===== src/rtl/upe_pkg.sv =====
// ----------------------------------------------------------------------------
// upe_pkg: shared types and constants of the URL percent encoder
// Character codes, the queue entry layout and the hex digit helper.
// ----------------------------------------------------------------------------
package upe_pkg;

    localparam int BYTE_W    = 8;
    localparam int BYTES_MAX = 4;
    localparam int IDX_W     = $clog2(BYTES_MAX);

    localparam logic [BYTE_W-1:0] CH_AMP   = 8'h26;
    localparam logic [BYTE_W-1:0] CH_DOT   = 8'h2E;
    localparam logic [BYTE_W-1:0] CH_SLASH = 8'h2F;
    localparam logic [BYTE_W-1:0] CH_TILDE = 8'h7E;
    localparam logic [BYTE_W-1:0] CH_PCT   = 8'h25;
    localparam logic [BYTE_W-1:0] CH_BSL   = 8'h5C;
    localparam logic [BYTE_W-1:0] CH_TWO   = 8'h32;
    localparam logic [BYTE_W-1:0] CH_SIX   = 8'h36;
    localparam logic [BYTE_W-1:0] CH_ZERO  = 8'h30;
    localparam logic [BYTE_W-1:0] CH_A_OFS = 8'h57;  // 'a' minus ten

    // One classified request: the bytes to send, lowest index first.
    typedef struct packed {
        logic [IDX_W-1:0]                  last_idx;
        logic [BYTES_MAX-1:0][BYTE_W-1:0] bytes;
        logic                              str_last;
    } t_desc;

    typedef struct packed {
        logic  valid;
        t_desc desc;
    } t_q_entry;

    function automatic logic [BYTE_W-1:0] hex_lower(input logic [3:0] v);
        if (v < 4'd10) begin
            return CH_ZERO + {4'h0, v};
        end
        return CH_A_OFS + {4'h0, v};
    endfunction

endpackage


===== src/rtl/upe_front.sv =====
// ----------------------------------------------------------------------------
// upe_front: request intake and classification
// Tracks a pending backslash and turns each request into a byte list.
// ----------------------------------------------------------------------------
module upe_front (
    input  logic                    i_clk,
    input  logic                    i_rst_n,
    input  logic                    i_s_tvalid,
    input  logic [7:0]              i_s_tdata,
    input  logic                    i_s_tlast,
    output logic                    o_s_tready,
    input  logic                    i_q_full,
    output upe_pkg::t_q_entry       o_push
);
    import upe_pkg::*;

    logic  r_held;
    logic  n_held;
    logic  accept;
    logic  plain;
    logic  gen;
    t_desc enc;
    t_desc desc;

    assign o_s_tready = !i_q_full;
    assign accept     = i_s_tvalid && o_s_tready;

    always_comb begin
        plain = (i_s_tdata == CH_AMP) || (i_s_tdata == CH_DOT) ||
                ((i_s_tdata >= CH_SLASH) && (i_s_tdata <= CH_TILDE));
        enc          = '0;
        enc.str_last = i_s_tlast;
        if (plain) begin
            enc.bytes[0] = i_s_tdata;
            enc.last_idx = IDX_W'(0);
        end else begin
            enc.bytes[0] = CH_PCT;
            enc.bytes[1] = hex_lower(i_s_tdata[7:4]);
            enc.bytes[2] = hex_lower(i_s_tdata[3:0]);
            enc.last_idx = IDX_W'(2);
        end

        desc          = enc;
        gen           = 1'b1;
        n_held        = 1'b0;
        if (r_held) begin
            if (i_s_tdata == CH_BSL || i_s_tdata == CH_PCT) begin
                desc.bytes[0] = i_s_tdata;
                desc.last_idx = IDX_W'(0);
            end else if (i_s_tdata == CH_AMP) begin
                desc.bytes[0] = CH_PCT;
                desc.bytes[1] = CH_TWO;
                desc.bytes[2] = CH_SIX;
                desc.last_idx = IDX_W'(2);
            end else begin
                // Release the held backslash ahead of the normal encoding.
                desc.bytes[0] = CH_BSL;
                desc.bytes[1] = enc.bytes[0];
                desc.bytes[2] = enc.bytes[1];
                desc.bytes[3] = enc.bytes[2];
                desc.last_idx = enc.last_idx + IDX_W'(1);
            end
        end else if (i_s_tdata == CH_BSL) begin
            desc.bytes[0] = CH_BSL;
            desc.last_idx = IDX_W'(0);
            gen           = i_s_tlast;
            n_held        = !i_s_tlast;
        end
    end

    assign o_push.valid = accept && gen;
    assign o_push.desc  = desc;

    always_ff @(posedge i_clk) begin
        if (!i_rst_n) begin
            r_held <= 1'b0;
        end else if (accept) begin
            r_held <= n_held;
        end
    end

endmodule


===== src/rtl/upe_fifo.sv =====
// ----------------------------------------------------------------------------
// upe_fifo: request queue between intake and output sequencer
// A small circular buffer of classified byte lists.
// ----------------------------------------------------------------------------
module upe_fifo #(
    parameter int DEPTH = 2
) (
    input  logic              i_clk,
    input  logic              i_rst_n,
    input  upe_pkg::t_q_entry i_push,
    input  logic              i_pop,
    output logic              o_full,
    output upe_pkg::t_q_entry o_head
);
    import upe_pkg::*;

    localparam int PTR_W = (DEPTH > 1) ? $clog2(DEPTH) : 1;
    localparam int CNT_W = $clog2(DEPTH + 1);

    t_desc            r_mem [DEPTH];
    logic [PTR_W-1:0] r_wr_ptr;
    logic [PTR_W-1:0] r_rd_ptr;
    logic [CNT_W-1:0] r_count;
    logic             push;
    logic             pop;

    assign o_full      = (r_count == CNT_W'(DEPTH));
    assign push        = i_push.valid && !o_full;
    assign pop         = i_pop && (r_count != '0);
    assign o_head.valid = (r_count != '0);
    assign o_head.desc  = r_mem[r_rd_ptr];

    function automatic logic [PTR_W-1:0] bump(input logic [PTR_W-1:0] p);
        if (p == PTR_W'(DEPTH - 1)) begin
            return '0;
        end
        return p + PTR_W'(1);
    endfunction

    always_ff @(posedge i_clk) begin
        if (push) begin
            r_mem[r_wr_ptr] <= i_push.desc;
        end
    end

    always_ff @(posedge i_clk) begin
        if (!i_rst_n) begin
            r_wr_ptr <= '0;
            r_rd_ptr <= '0;
            r_count  <= '0;
        end else begin
            if (push) begin
                r_wr_ptr <= bump(r_wr_ptr);
            end
            if (pop) begin
                r_rd_ptr <= bump(r_rd_ptr);
            end
            if (push && !pop) begin
                r_count <= r_count + CNT_W'(1);
            end else if (pop && !push) begin
                r_count <= r_count - CNT_W'(1);
            end
        end
    end

    a_count_bound: assert property (@(posedge i_clk) disable iff (!i_rst_n)
        r_count <= CNT_W'(DEPTH))
        else $error("queue count above depth");
    a_no_overflow: assert property (@(posedge i_clk) disable iff (!i_rst_n)
        i_push.valid |-> !o_full)
        else $error("push offered while queue full");
    a_fill: assert property (@(posedge i_clk) disable iff (!i_rst_n)
        push && !pop |=> r_count != '0)
        else $error("queue empty after push");

endmodule


===== src/rtl/upe_back.sv =====
// ----------------------------------------------------------------------------
// upe_back: output sequencer
// Walks the byte list at the queue head, one byte per cycle while the receiver is ready, into a register.
// ----------------------------------------------------------------------------
module upe_back (
    input  logic              i_clk,
    input  logic              i_rst_n,
    input  upe_pkg::t_q_entry i_head,
    output logic              o_pop,
    output logic              o_m_tvalid,
    input  logic              i_m_tready,
    output logic [7:0]        o_m_tdata,
    output logic [1:0]        o_m_tuser
);
    import upe_pkg::*;

    logic [IDX_W-1:0] r_idx;
    logic             r_valid;
    logic [7:0]       r_byte;
    logic             r_run_end;
    logic             r_str_end;
    logic             load;
    logic             final_byte;

    assign load       = i_head.valid && (!r_valid || i_m_tready);
    assign final_byte = (r_idx == i_head.desc.last_idx);
    assign o_pop      = load && final_byte;

    always_ff @(posedge i_clk) begin
        if (!i_rst_n) begin
            r_idx   <= '0;
            r_valid <= 1'b0;
        end else begin
            if (load) begin
                r_valid <= 1'b1;
                r_idx   <= final_byte ? '0 : r_idx + IDX_W'(1);
            end else if (i_m_tready) begin
                r_valid <= 1'b0;
            end
        end
    end

    always_ff @(posedge i_clk) begin
        if (load) begin
            r_byte    <= i_head.desc.bytes[r_idx];
            r_run_end <= final_byte;
            r_str_end <= final_byte && i_head.desc.str_last;
        end
    end

    assign o_m_tvalid = r_valid;
    assign o_m_tdata  = r_byte;
    assign o_m_tuser  = {r_str_end, r_run_end};

    a_idle_idx: assert property (@(posedge i_clk) disable iff (!i_rst_n)
        !i_head.valid |-> r_idx == '0)
        else $error("byte index left over with empty queue");
    a_idx_range: assert property (@(posedge i_clk) disable iff (!i_rst_n)
        i_head.valid |-> r_idx <= i_head.desc.last_idx)
        else $error("byte index beyond request length");
    a_str_run: assert property (@(posedge i_clk) disable iff (!i_rst_n)
        r_valid && r_str_end |-> r_run_end)
        else $error("string end without run end");

endmodule


===== src/rtl/url_percent_encoder_unit.sv =====
// ----------------------------------------------------------------------------
// url_percent_encoder_unit: streaming URL percent encoder
// Encodes name string bytes into URL form, with backslash escape pairs.
// ----------------------------------------------------------------------------
// Usage: name bytes arrive on the slave stream, one per request, with tlast
// on the final byte of the string. Encoded bytes leave on the master stream,
// one per transfer; tuser[0] marks the last byte caused by an input request
// and tuser[1] marks the final encoded byte of the string.
// A request produces one to four output bytes, or none for a backslash held
// while the next byte decides the escape. The output sequencer sends one byte
// per cycle while the receiver is ready; the intake takes a new request every
// cycle while the queue has room. The first byte of a request is written into
// the queue and then into the output register before it appears on the
// master side.
// Reset (synchronous, active low) empties the queue, drops a held backslash
// and clears the output valid flag. When the receiver stalls, the output byte
// holds, the sequencer waits, and the queue fills; once it is full the input
// tready drops until the sequencer frees an entry.
// ----------------------------------------------------------------------------
module url_percent_encoder_unit #(
    parameter int QUEUE_DEPTH = 2
) (
    input  logic       i_clk,
    input  logic       i_rst_n,
    input  logic       i_s_axis_tvalid,
    output logic       o_s_axis_tready,
    input  logic [7:0] i_s_axis_tdata,   // [7:0] in_byte
    input  logic       i_s_axis_tlast,   // in_last
    output logic       o_m_axis_tvalid,
    input  logic       i_m_axis_tready,
    output logic [7:0] o_m_axis_tdata,   // [7:0] out_byte
    output logic [1:0] o_m_axis_tuser    // [0] run_end, [1] string_end
);
    import upe_pkg::*;

    t_q_entry push;
    t_q_entry head;
    logic     q_full;
    logic     pop;

    // Intake: classifies each byte and keeps the held backslash state.
    upe_front u_front (
        .i_clk      (i_clk),
        .i_rst_n    (i_rst_n),
        .i_s_tvalid (i_s_axis_tvalid),
        .i_s_tdata  (i_s_axis_tdata),
        .i_s_tlast  (i_s_axis_tlast),
        .o_s_tready (o_s_axis_tready),
        .i_q_full   (q_full),
        .o_push     (push)
    );

    // Queue of byte lists, so intake and output stall independently.
    upe_fifo #(
        .DEPTH (QUEUE_DEPTH)
    ) u_fifo (
        .i_clk   (i_clk),
        .i_rst_n (i_rst_n),
        .i_push  (push),
        .i_pop   (pop),
        .o_full  (q_full),
        .o_head  (head)
    );

    // Output sequencer: one encoded byte per cycle, while the receiver is ready, into the output register.
    upe_back u_back (
        .i_clk      (i_clk),
        .i_rst_n    (i_rst_n),
        .i_head     (head),
        .o_pop      (pop),
        .o_m_tvalid (o_m_axis_tvalid),
        .i_m_tready (i_m_axis_tready),
        .o_m_tdata  (o_m_axis_tdata),
        .o_m_tuser  (o_m_axis_tuser)
    );

endmodule


===== config.mk =====
export PLATFORM = sky130hd
export DESIGN_NAME = url_percent_encoder_unit
export DESIGN_NICKNAME = d
export VERILOG_FILES = /design/src/rtl/upe_pkg.sv /design/src/rtl/upe_front.sv /design/src/rtl/upe_fifo.sv /design/src/rtl/upe_back.sv /design/src/rtl/url_percent_encoder_unit.sv
export SDC_FILE = /design/constraint.sdc
export NUM_CORES = 1
export LEC_CHECK = 0
export ABC_AREA = 1
export BUFFER_PORTS_ARGS = -buffer_cell sky130_fd_sc_hd__buf_4
export CORE_MARGIN = 4
export CORE_UTILIZATION = 55
export DETAILED_ROUTE_END_ITERATION = 16
export MAX_ROUTING_LAYER = met4
export PLACE_DENSITY = 0.72
export SLEW_MARGIN = 20
export SYNTH_ARGS = -nofsm -noshare
export SYNTH_HDL_FRONTEND = slang
export SYNTH_HIERARCHICAL = 1
export SYNTH_SLANG_ARGS = --single-unit

===== constraint.sdc =====
create_clock -name i_clk -period 3.4 [get_ports i_clk]
set_clock_uncertainty 0.2 [all_clocks]
set_input_delay 0.68 -clock i_clk [delete_from_list [all_inputs] [get_ports i_clk]]
set_output_delay 0.68 -clock i_clk [all_outputs]
set_load 0.05 [all_outputs]

==> run_results.csv, run 1 <==
group,metric,value,unit
status,status,"complete, no violations",
flow_run,timing.max_cap.violations,0,
synthesis,synth_top_family_by_area,"simple AND/OR/NAND/NOR gates",
global_route,grt_usage,0.1934,
clock_network,cts_root_buffer,"clkbuf_8",
timing,hold_violations,0,
floorplanning,die_h,99.64,um
detailed_routing,wl_per_cell,16.19,um
clock_network,clock_path_buffers,2,
finish,utilization,0.6119,
detailed_routing,firstDrtPassIters,5,
timing,tightest_slew,0.5287,ns
global_route,grt_pass1_vias,2914,
power,irDropWorstVdd,0.2464,mV
global_route,met3_usage,0.03717,
clock_network,hold_buffers,0,
global_route,grt_overflow,0,
critical_path,arrival,2.74,ns
min_path,min_from,"u_fifo/r_rd_ptr",
finish,final_nets,457,
finish,fin_area,5002,um2
global_route,grt_busiest_layer,"met2",
critical_path,cp-start-kind,"register",
synthesis,synth_area,4618,um2
critical_path,cp.required,3.50,ns
synthesis,ys_ff_latch,89,
critical_path,worstReg2RegEnd,"u_fifo/r_count[1]",
synthesis,synth-xor-area-share,0.005690,
placement,post-place-ws,0.5574,ns
timing,max_freq,0.3790,GHz
synthesis,synth-edff-count,80,
synthesis,yosysSeqAreaShare,0.5592,
critical_path,end_kind,"register",
clock_network,clock_latency,0.35,ns
clock_network,clk_pin_slew_worst_paths,0.09,ns
clock_network,postCtsSetupRepairBufs,0,
placement,portBuffers,24,
synthesis,synth_cell_type_count,39,
floorplanning,fp.dieArea,9927,um2
min_path,hold_path_depth,2,
timing,min_period,2.638,ns
clock_network,clkSinkCount,89,
placement,dpl.hpwl,6196,um
detailed_routing,drt_iter0_markers,170,
global_route,grtUsageMet2,0.3228,
global_route,grt_pass1_wl,14230,um
timing,timing.max_slew.rel_slack,0.6476,
synthesis,ys_warn_count,6,
clock_network,cts_tree,"done",
floorplanning,io_pins,25,
synthesis,muxShareOfSynthArea,0.1097,
synthesis,synth.avg_cell_area,11.29,um2
critical_path,critPathMaxFanout,16,
timing,finalSetupViolCount,0,
floorplanning,rows,33,
synthesis,synth_top_area_cell,"edfxtp_1",
placement,dp.cells,528,
finish,diodes,0,
detailed_routing,drt-vias-per-instance,5.353,
detailed_routing,drt-total-wl,8810,um
critical_path,r2r_cells,14,
synthesis,ys_async_sr_fraction,0,
timing,slew_viol_final,0,
power,p_per_area,748.6,nW/um2
synthesis,netlist.area_leader.share,0.5202,
finish,final_cells,544,
clock_network,cts_max_level,3,
floorplanning,start_util,0.5649,
detailed_routing,drc_errors,0,
min_path,hp-class,"reg -> reg",
synthesis,synthMostInstantiatedCell,"nand2_1",
floorplanning,core-area,8175,um2
synthesis,synth_commonest_cells,"nand2_1, edfxtp_1, nor2_1",
synthesis,synthSimpleGateAreaFrac,0.1514,
global_route,grt_max_degree,36,
global_route,antenna_found_initial,0,
timing,finalWorstSetupSlack,0.7616,ns
finish,area_delta_synth_final,8.318,%
critical_path,r2r_slack,0.76,ns
synthesis,syn_inst,409,
placement,post_dp_cell_area,4791,um2
timing,rsz0062_at_grt,"no",
synthesis,synth_area_leaders,"edfxtp_1, mux2_4, nand2_1, dfxtp_1, nor2_1",
placement,gp_congestion,0.9462,
global_route,gr-usage-met1,0.2406,
power,p_leak,0.002072,uW
detailed_routing,vias,2912,
timing,whs,0.3072,ns
finish,layout-drive-gt1-share,0.2506,
detailed_routing,drtAntennaViolNets,0,
clock_network,ctsResizeCount,0,
synthesis,synth_compound_area_frac,0.06855,
critical_path,critPathKind,"reg -> reg",
synthesis,synth-main-ff-cell,"edfxtp_1",
synthesis,synth_fa_ha_area_frac,0.02709,
floorplanning,dieWidth,99.64,um
timing,min_period_over_period,0.7760,
clock_network,cts_inserted_buffers,9,
## layout by cell type (no fill, tap or decap), types with 3 or more instances in the layout
cell,n
o21ai_0,22
nor2_1,41
ha_1,10
inv_1,34
nand2_2,5
a21oi_1,4
mux2_2,5
clkbuf_8,9
o22ai_1,8
inv_2,6
mux2_4,30
o21ai_1,6
nor2_2,3
nand3_1,14
dfxtp_1,8
conb_1,4
o21ai_2,4
edfxtp_1,80
nand2_1,85
buf_4,30
## flip-flops by register name (all words and copies together), names as in the netlist, named ones only
register,cells
u_fifo/r_mem,70
u_back/r_str_end,1
u_fifo/r_count,2
u_back/r_run_end,1
u_fifo/r_wr_ptr,1
u_fifo/r_rd_ptr,1
u_back/o_m_tdata,8
u_back/r_idx,2
u_front/r_held,1
u_back/o_m_tvalid,1
## layout make-up
class	count	area (um2)
fill	661	3173
sequential	89	2584
multi-input combinational	263	1694
timing repair buffer	30	225.2
inverter	41	156.4
clock buffer	11	131.4
tap	105	131.4
clock inverter	5	80.08
## metrics by stage
stage                     power (uW)  TNS (ns)
after CTS                       3770         0
final                           3745         0
after global routing            3935         0
after floorplan                 2710    -12.37
after global placement          2956         0
after detailed placement        3001         0
## report_power, final
group	internal (uW)	switching, uW
logic	471	833
clock network	413	354
registers	1550	125
## worst max-delay path, cell delays in order (launching register included)
cell     delay, ns
dfxtp_2       0.67
mux2_4        0.35
inv_1         0.05
nand2_1       0.04
nand2_1       0.10
nand3_2       0.11
inv_1         0.09
o21a_1        0.18
inv_1         0.07
ha_1          0.32
inv_1         0.10
nand3_1       0.10
nand2_1       0.07
inv_1         0.04
nor2_1        0.08
## metal layers
layer,up-vias,part of all wire
met2,93,0.50
met3,7,0.055
li1,1432,-
met5,-,0
met1,1380,0.43
met4,0,0.010
## cell families after synthesis
kind of cell	after synthesis
compound gates	52
xor+xnor	3
flops	89
buf+inv	60
simple gates	159
other cells	1
fa+ha+maj	10
mux	35
## worst max path at each step
stage	slack [ns]	start	cells past startpoint	endpoint
after global placement	0.65	i_s_axis_tdata[0]	11	u_fifo/r_mem[0][8]
after global routing	0.53	register	14	u_fifo/r_count[1]
final	0.76	register	14	u_fifo/r_count[1]
after floorplan	-0.18	i_s_axis_tdata[0]	9	u_fifo/r_mem[0][0]
after detailed placement	0.56	i_s_axis_tdata[0]	11	u_fifo/r_mem[1][32]
after CTS	0.75	register	14	u_fifo/r_count[1]
No activity file was read; power rests on OpenSTA's default activity.
==> run 2: changes to the inputs <==
Clock period 3.4 ns to 2.1 ns, I/O delays scaled along.
==> run 2 against run 1 <==
Net effect:
- maximum frequency is 30% higher
- die area unchanged
- first-iteration DRC count down 7.6%
- highest routed layer unchanged
- sequential power grew 60%
- final cell count up 6.6%
- largest cell class unchanged
- sequential share of layout area decreased by 3.4 points
- clock power grew 50%
- non-clock buffer count up 36
- final area is 7.3% higher
- setup slack lost 0.69 ns
==> run_results.csv, run 2 (synthesized netlist as in run 1, its figures left out) <==
group,metric,value,unit
flow_run,timing.max_cap.violations,0,
critical_path,critical_path_depth,14,
clock_network,clk_pin_slew_worst_paths,0.09,ns
timing,hold_violations,0,
power,p_leak,0.002261,uW
status,status,"complete, no violations",
finish,layout_common_cells,"nand2_1, edfxtp_1, buf_4",
critical_path,max_stage_delay,0.38,ns
clock_network,cts_max_level,3,
clock_network,cts_inserted_buffers,9,
critical_path,critPathTopFamily,"flip-flops",
floorplanning,dieWidth,99.64,um
finish,layout-drive-gt1-share,0.3411,
placement,portBuffers,24,
global_route,grt_usage,0.2007,
finish,area_delta_synth_final,16.20,%
timing,whs,0.07999,ns
critical_path,critPathKind,"reg -> reg",
finish,fin_area,5366,um2
clock_network,cts_tree,"done",
finish,diodes,0,
detailed_routing,drt_iter0_markers,157,
finish,largest_reg_flops,70,
placement,gp_congestion,0.9644,
detailed_routing,routed-wl-met3,348,um
detailed_routing,drc_errors,0,
placement,dpl.hpwl,6712,um
timing,finalSetupViolCount,0,
finish,mostFrequentLayoutCell,"nand2_1",
timing,min_period_over_period,0.9662,
detailed_routing,drt-total-wl,8923,um
power,p_per_area,1169,nW/um2
floorplanning,io_pins,25,
global_route,grt_max_degree,24,
clock_network,cts_root_buffer,"clkbuf_8",
detailed_routing,wl_met1,3939,um
floorplanning,start_util,0.5649,
floorplanning,die_h,99.64,um
finish,largest_register,"u_fifo/r_mem",
critical_path,r2r_cells,14,
global_route,grt_overflow,0,
critical_path,worst-path-buf-inv,5,
critical_path,cp_cell_sequence,"mux2_4 -> inv_2 -> nand2_1 -> nand2_2 -> nand3_2 -> inv_2 -> o21a_1 -> inv_2 -> ha_4 -> inv_2 -> nand3_2 -> nand2_1 -> inv_1 -> nor2_1",
floorplanning,fp.dieArea,9927,um2
global_route,grt_pass1_wl,14790,um
finish,final_nets,493,
critical_path,cp-start-kind,"register",
clock_network,clock_path_buffers,2,
critical_path,arrival,2.09,ns
critical_path,cp_common_cell,"inv_2",
critical_path,cp.required,2.16,ns
detailed_routing,topRoutingLayerUsed,"met4",
detailed_routing,firstDrtPassIters,5,
critical_path,critPathMaxFanout,4,
power,irDropWorstVdd,0.5094,mV
detailed_routing,met2_length,4463,um
detailed_routing,drt-vias-per-instance,5.217,
timing,min_period,2.029,ns
floorplanning,rows,33,
placement,post_dp_cell_area,5142,um2
critical_path,crit_path_top_delay_cell,"dfxtp_4",
clock_network,clock_latency,0.35,ns
timing,slew_viol_final,0,
min_path,hp-class,"in -> reg",
detailed_routing,drtAntennaViolNets,0,
detailed_routing,wl_per_cell,15.38,um
global_route,antenna_found_initial,0,
timing,max_freq,0.4929,GHz
min_path,hold_path_depth,1,
clock_network,clkSinkCount,89,
global_route,grt_pass1_vias,2948,
floorplanning,core-area,8175,um2
min_path,min_from,"i_s_axis_tlast",
detailed_routing,vias,3026,
critical_path,end_kind,"register",
clock_network,hold_buffers,0,
## run 2: changes by cell type in the layout (fill, tap and decap cells not counted), moves of 2 or more
cell      previous run  this run
clkinv_2             0         2
buf_12               0         5
buf_4               30        61
nor2_2               3         1
inv_1               34        27
clkbuf_1             2         0
inv_2                6        13
nand2_1             85        82
nand2_2              5         8
nor2_4               2         4
## run 2: routing by layer
layer | vias to the layer above | GRT usage
met5 | - | -
met3 | 17 | 0.03787
met1 | 1428 | 0.2617
met4 | 0 | 0.06618
met2 | 77 | 0.3187
li1 | 1504 | -
## run 2: repair_timing
action | in CTS | in global routing
gates resized for setup | 1 | 10
setup buffers | 0 | 2
pin swaps | 0 | 4
endpoints found under the setup margin | 1 | 2
## run 2: stage by stage
stage	std cells	power, uW	utilization	worst slack, ns	setup TNS, ns
after floorplan	412	4426	-	-0.2576	-17.38
after CTS	578	6258	0.6529	0.005409	0
after global routing	580	6635	0.6564	-0.01732	-0.03321
after detailed placement	562	5117	0.6290	-0.2027	-14.60
final	580	6275	0.6564	0.07104	0
after global placement	562	5033	0.6290	-0.1234	-6.726
## run 2: worst register-to-register path, delay by kind of cell (launching register included)
kind | cells | cell delay, ns
buf+inv | 5 | 0.27
simple gates | 6 | 0.37
fa+ha+maj | 1 | 0.27
mux | 1 | 0.31
compound gates | 1 | 0.15
flops | 1 | 0.38
## run 2: cell type report
type | instances | area (um2)
Clock buffer | 9 | 123.9
Clock inverter | 7 | 68.82
Fill cell | 629 | 2809
Tap cell | 105 | 131.4
Multi-Input combinational cell | 263 | 1740
Sequential cell | 89 | 2587
Inverter | 41 | 156.4
Timing Repair Buffer | 66 | 558.0
## run 2: report_power, final
| group | internal (uW) | leakage (uW) | switching [uW] |
|---|---|---|---|
| logic | 988 | 0.00134 | 1470 |
| registers | 2510 | 0.000827 | 161 |
| clock network | 548 | 0.0000970 | 607 |
| total | 4040 | 0.00226 | 2230 |
## run 2: worst paths after layout
kind,slack [ns],end
worst max-delay path,0.07,u_fifo/r_count[1]
worst min-delay path,0.08,u_fifo/r_mem[1][0]
worst max register to register,0.07,u_fifo/r_count[1]
worst min register to register,0.32,u_fifo/r_rd_ptr
